$ cat src/design/hbbc_pkg.sv
// Package with shared constants, codes and types of the block buffer cache.
`default_nettype none
package hbbc_pkg;
	localparam int BucketCountDefault = 31;
	localparam int BufferCountDefault = 30;
	localparam int SlotW = 5;

	typedef enum logic [1:0] {
		OP_GET = 2'd0,
		OP_RELEASE = 2'd1,
		OP_PIN = 2'd2,
		OP_UNPIN = 2'd3
	} op_t;

	typedef enum logic [1:0] {
		ST_OK = 2'd0,
		ST_NO_BUFFER = 2'd1,
		ST_UNDERFLOW = 2'd2
	} status_t;
endpackage
`default_nettype wire

$ cat src/design/hbbc_mod.sv
// Modulo unit: reduces a 32-bit value by a constant divisor with a reciprocal multiply.
`default_nettype none
module hbbc_mod #(
	parameter int DIVISOR = hbbc_pkg::BucketCountDefault,
	localparam int RW = $clog2(DIVISOR)
) (
	input  wire logic          clk,
	input  wire logic          arst_n,
	input  wire logic          start,
	input  wire logic [31:0]   value,
	output logic               done,
	output logic [RW-1:0]      remainder
);
	// Rounded-up reciprocal of the divisor scaled by 2**(32+RW); it fits in 33 bits
	// and gives the exact quotient for every 32-bit value.
	localparam logic [63:0] MAGIC =
		((64'd1 << (32 + RW)) + 64'(DIVISOR) - 64'd1) / 64'(DIVISOR);

	logic [31:0]   value_q;
	logic [31:0]   quot_q;
	logic [RW-1:0] rem_q;
	logic          quot_step_q;
	logic          rem_step_q;
	logic [64:0]   product;
	logic [31:0]   back;
	logic [31:0]   rem_full;

	// The quotient is registered first, the remainder in the next cycle.
	assign product = {33'd0, value_q} * {32'd0, MAGIC[32:0]};
	assign back = quot_q * 32'(DIVISOR);
	assign rem_full = value_q - back;
	assign remainder = rem_q;

	always_ff @(posedge clk or negedge arst_n) begin
		if (!arst_n) begin
			quot_step_q <= 1'b0;
			rem_step_q <= 1'b0;
			done <= 1'b0;
		end else begin
			quot_step_q <= start;
			rem_step_q <= quot_step_q && !start;
			done <= rem_step_q && !start;
		end
	end

	always_ff @(posedge clk) begin
		if (start) value_q <= value;
		if (quot_step_q) quot_q <= 32'(product[64:32+RW]);
		if (rem_step_q) rem_q <= rem_full[RW-1:0];
	end
endmodule
`default_nettype wire

$ cat config.mk
export PLATFORM = sky130hd
export DESIGN_NAME = hbbc_mod
export DESIGN_NICKNAME = d
export VERILOG_FILES = /design/src/design/hbbc_pkg.sv /design/src/design/hbbc_mod.sv
export SDC_FILE = /design/constraint.sdc
export NUM_CORES = 1
export LEC_CHECK = 0
export ABC_AREA = 0
export BUFFER_PORTS_ARGS = -buffer_cell sky130_fd_sc_hd__clkbuf_2
export CAP_MARGIN = 10
export CORE_AREA = 3 3 164 166
export CTS_BUF_LIST = sky130_fd_sc_hd__clkbuf_4 sky130_fd_sc_hd__clkbuf_8
export DETAILED_ROUTE_END_ITERATION = 6
export DIE_AREA = 0 0 167 169
export PLACE_DENSITY = 0.45
export SETUP_SLACK_MARGIN = 0.5
export SLEW_MARGIN = 0
export SYNTH_ARGS = -nofsm -noshare
export SYNTH_HDL_FRONTEND = slang
export SYNTH_SLANG_ARGS = --single-unit
$ cat constraint.sdc
create_clock -name clk -period 15.65 [get_ports clk]
set_input_delay 2.3475 -clock clk [delete_from_list [all_inputs] [get_ports clk]]
set_output_delay 2.3475 -clock clk [all_outputs]
set_load 0.02 [all_outputs]
==> load_flow_metrics.sql <==
INSERT INTO impl_metrics (metric_group, metric, value, unit) VALUES
('drt', 'postRouteAntennaNets', '0', ''),
('clocking', 'tritoncts_clock_tree', 'yes', ''),
('cells_and_area', 'multi_input_area', '5520', 'µm²'),
('synth', 'synth-edff-count', '42', ''),
('clocking', 'cts_resized', '0', ''),
('synth', 'syn-instance-count', '711', ''),
('worst_setup_path', 'critPathCaptureType', 'flop', ''),
('sta', 'totalNegativeSetupSlack', '0', 'ns'),
('place', 'place.port_buffers', '40', ''),
('cells_and_area', 'register_area', '1340', 'µm²'),
('drt', 'first_pass_iters', '4', ''),
('cells_and_area', 'final_nets', '1098', ''),
('global_route', 'total_routing_resource_utilization_after_global_routing', '12.5', '%'),
('drt', 'drtIter0Drc', '151', ''),
('job', 'drv_cap', '0', ''),
('sta', 'finalCritPeriodShare', '37.6', '%'),
('hold_path', 'timing.hold.worst.class', 'flop to flop', ''),
('synth', 'synth_area_leader_cell', 'sky130_fd_sc_hd__ha_1', ''),
('sta', 'timing.max_slew.rel_slack', '39.6', '%'),
('sta', 'report.final.slew_viol_count', '0', ''),
('drt', 'routed_wirelength', '16.8', 'mm'),
('worst_setup_path', 'cpLargestDelayFamily', 'adder cells', ''),
('cells_and_area', 'diodes', '0', ''),
('drt', 'avgViaCountPerCell', '4.40', ''),
('synth', 'synth_largest_type_area_fraction', '32.3', '%'),
('synth', 'post_syn_nets', '1050', ''),
('cells_and_area', 'num-fill-cells', '2643', ''),
('sta', 'period_needed', '5.89', 'ns'),
('worst_setup_path', 'timing.critical_path.fanout_max', '4', ''),
('drt', 'drc', '0', ''),
('sta', 'worst_slew_pin_slew', '0.907', 'ns'),
('global_route', 'groute.layer.met2.usage', '20.5', '%'),
('sta', 'finish_stage_setup_viols', '0', ''),
('status', 'run_status', 'finished clean', ''),
('floorplanning', 'design.die.area', '28200', 'µm²'),
('floorplanning', 'ioPinCount', '41', ''),
('synth', 'postSynth.topFlopCell', 'sky130_fd_sc_hd__edfxtp_1', ''),
('drt', 'avgRoutedWirePerCell', '15.3', 'µm'),
('place', 'replace_congestion', '0.803', ''),
('global_route', 'via_count_of_the_first_global_routing_pass', '5132', ''),
('floorplanning', 'start_util', '29.8', '%'),
('worst_setup_path', 'critical_path.max_stage_delay', '0.52', 'ns'),
('synth', 'synthesis.area_per_instance', '10.8', 'µm²'),
('cells_and_area', 'area_growth_syn_to_layout', '9.32', '%'),
('floorplanning', 'fp.dieW', '167', 'µm'),
('synth', 'number_of_storage_elements_in_the_synthesis_netlist', '45', ''),
('sta', 'grt_setup_unrepaired', 'no', ''),
('floorplanning', 'rows', '59', ''),
('synth', 'synth.area.top_cells', 'sky130_fd_sc_hd__ha_1, sky130_fd_sc_hd__fa_1, sky130_fd_sc_hd__edfxtp_1, sky130_fd_sc_hd__inv_1, sky130_fd_sc_hd__xnor2_1', ''),
('clocking', 'clock_insertion_delay_worst_skew', '0.32', 'ns'),
('cells_and_area', 'layout_commonest_cell', 'sky130_fd_sc_hd__inv_1', ''),
('worst_setup_path', 'worst_setup_path_start_kind', 'flop', ''),
('global_route', 'number_of_antenna_violations_at_the_first_check_in_global_routing', '0', ''),
('synth', 'syn-cell-area', '7680', 'µm²'),
('worst_setup_path', 'worst-endpoint-arrival', '5.96', 'ns'),
('place', 'dp_hpwl', '15.3', 'mm'),
('sta', 'skew', '0.00992', 'ns'),
('clocking', 'clkTransAtPathRegs', '0.09', 'ns'),
('floorplanning', 'vertical_die_dimension', '169', 'µm'),
('clocking', 'cts_htree_levels', '2', ''),
('global_route', 'met1_usage', '17.9', '%'),
('synth', 'asyncSetResetFlopFracSynth', '6.67', '%'),
('global_route', 'grt_overflow_total', '0', ''),
('clocking', 'numCtsBuffers', '5', ''),
('synth', 'synth.lib_cells_used.distinct', '40', ''),
('global_route', 'top_usage_layer', 'met2', ''),
('synth', 'synth.yosys.seq_area_share', '17.4', '%'),
('clocking', 'cts_num_sinks', '45', ''),
('worst_setup_path', 'timing.setup.critical_path_class', 'flop to flop', ''),
('worst_setup_path', 'timing.critical_path.cells', 'ha_1, ha_1, ha_1, inv_1, fa_1, fa_1, fa_1, inv_1, fa_1, ha_1, ha_1, a21o_1, o21a_1, o31ai_2, or3b_4, or4_1, and3_1', ''),
('worst_setup_path', 'worst-path-buf-inv', '2', '');
## per-layer routing
layer	vias up	routed length [µm]
li1	2403	-
met1	2362	8360
met2	46	7850
met3	10	400
met4	0	180
met5	-	0
## sequential cells by signal, indices dropped and copies added, names as in the netlist
signal,flops
value_q,32
quot_q,5
remainder,5
done,1
quot_step_q,1
rem_step_q,1
## final timing paths
| kind | startpoint | endpoint | slack (ns) | cells after the start |
|---|---|---|---|---|
| setup / recovery | value_q[23]$_DFFE_PP_ | quot_q[4]$_DFFE_PP_ | 9.76 | 17 |
| hold reg to reg | rem_step_q$_DFF_PN0_ | remainder[0]$_DFFE_PP_ | 0.65 | 0 |
| min in group asynchronous | arst_n | quot_step_q$_DFF_PN0_ | 1.80 | 1 |
| max in group asynchronous | arst_n | rem_step_q$_DFF_PN0_ | 13.73 | 1 |
| hold / removal | rem_step_q$_DFF_PN0_ | remainder[0]$_DFFE_PP_ | 0.65 | 0 |
| setup reg to reg | value_q[23]$_DFFE_PP_ | quot_q[4]$_DFFE_PP_ | 9.76 | 17 |
## worst register-to-register path: cells and delay by family, from the launching register on
| kind | cells | cell delay (ns) |
|---|---|---|
| adders and majority gates | 9 | 3.38 |
| buffers and inverters | 2 | 0.13 |
| and+or+nand+nor | 3 | 1.10 |
| DFF | 1 | 0.50 |
| AOI/OAI and AO/OA | 3 | 0.54 |
## through the flow
| stage | instance area (µm²) | std cells | util, % | setup slack [ns] | hold slack, ns |
|---|---|---|---|---|---|
| 2_1_floorplan | 7680 | 711 | - | 10.18 | 0.558 |
| 6_report | 8390 | 1095 | 32.6 | 9.76 | 0.652 |
| 3_5_place_dp | 8310 | 1087 | 32.2 | 9.77 | 0.643 |
| 3_3_place_gp | 8310 | 1087 | 32.2 | 9.75 | 0.639 |
| 4_1_cts | 8390 | 1095 | 32.6 | 9.74 | 0.667 |
| 5_1_grt | 8390 | 1095 | 32.6 | 9.53 | 0.706 |
## cell families after synthesis
logic type / after synthesis / share of synthesized area (%)
adders and majority gates: 304 / 59.9
DFF: 45 / 17.4
buffers and inverters: 219 / 10.7
muxes: 1 / 0.130
xor gates and xnor gates: 21 / 2.40
and+or+nand+nor: 53 / 3.67
AOI/OAI and AO/OA: 68 / 5.80
## cell type report
class                   count  share of cell area (%)
clock inverters             1                  0.0596
multi-input cells         447                    65.8
well taps                 335                    4.99
clock buffers               7                   0.999
repair buffers             41                    2.47
inverters                 219                    9.79
flip-flops and latches     45                    15.9
## cell usage after synthesis, drive strengths merged (4+ instances only)
master  count
a211oi      4
a21o       10
a21oi      20
a31oi       6
and3        7
edfxtp     42
fa        106
ha        198
inv       219
nand2      12
nand4       7
nor2        6
nor3        7
o21ai      11
xnor2      20
Power is not shown: default switching activity piles up to over one toggle a cycle in this logic, so the estimate is an artifact.
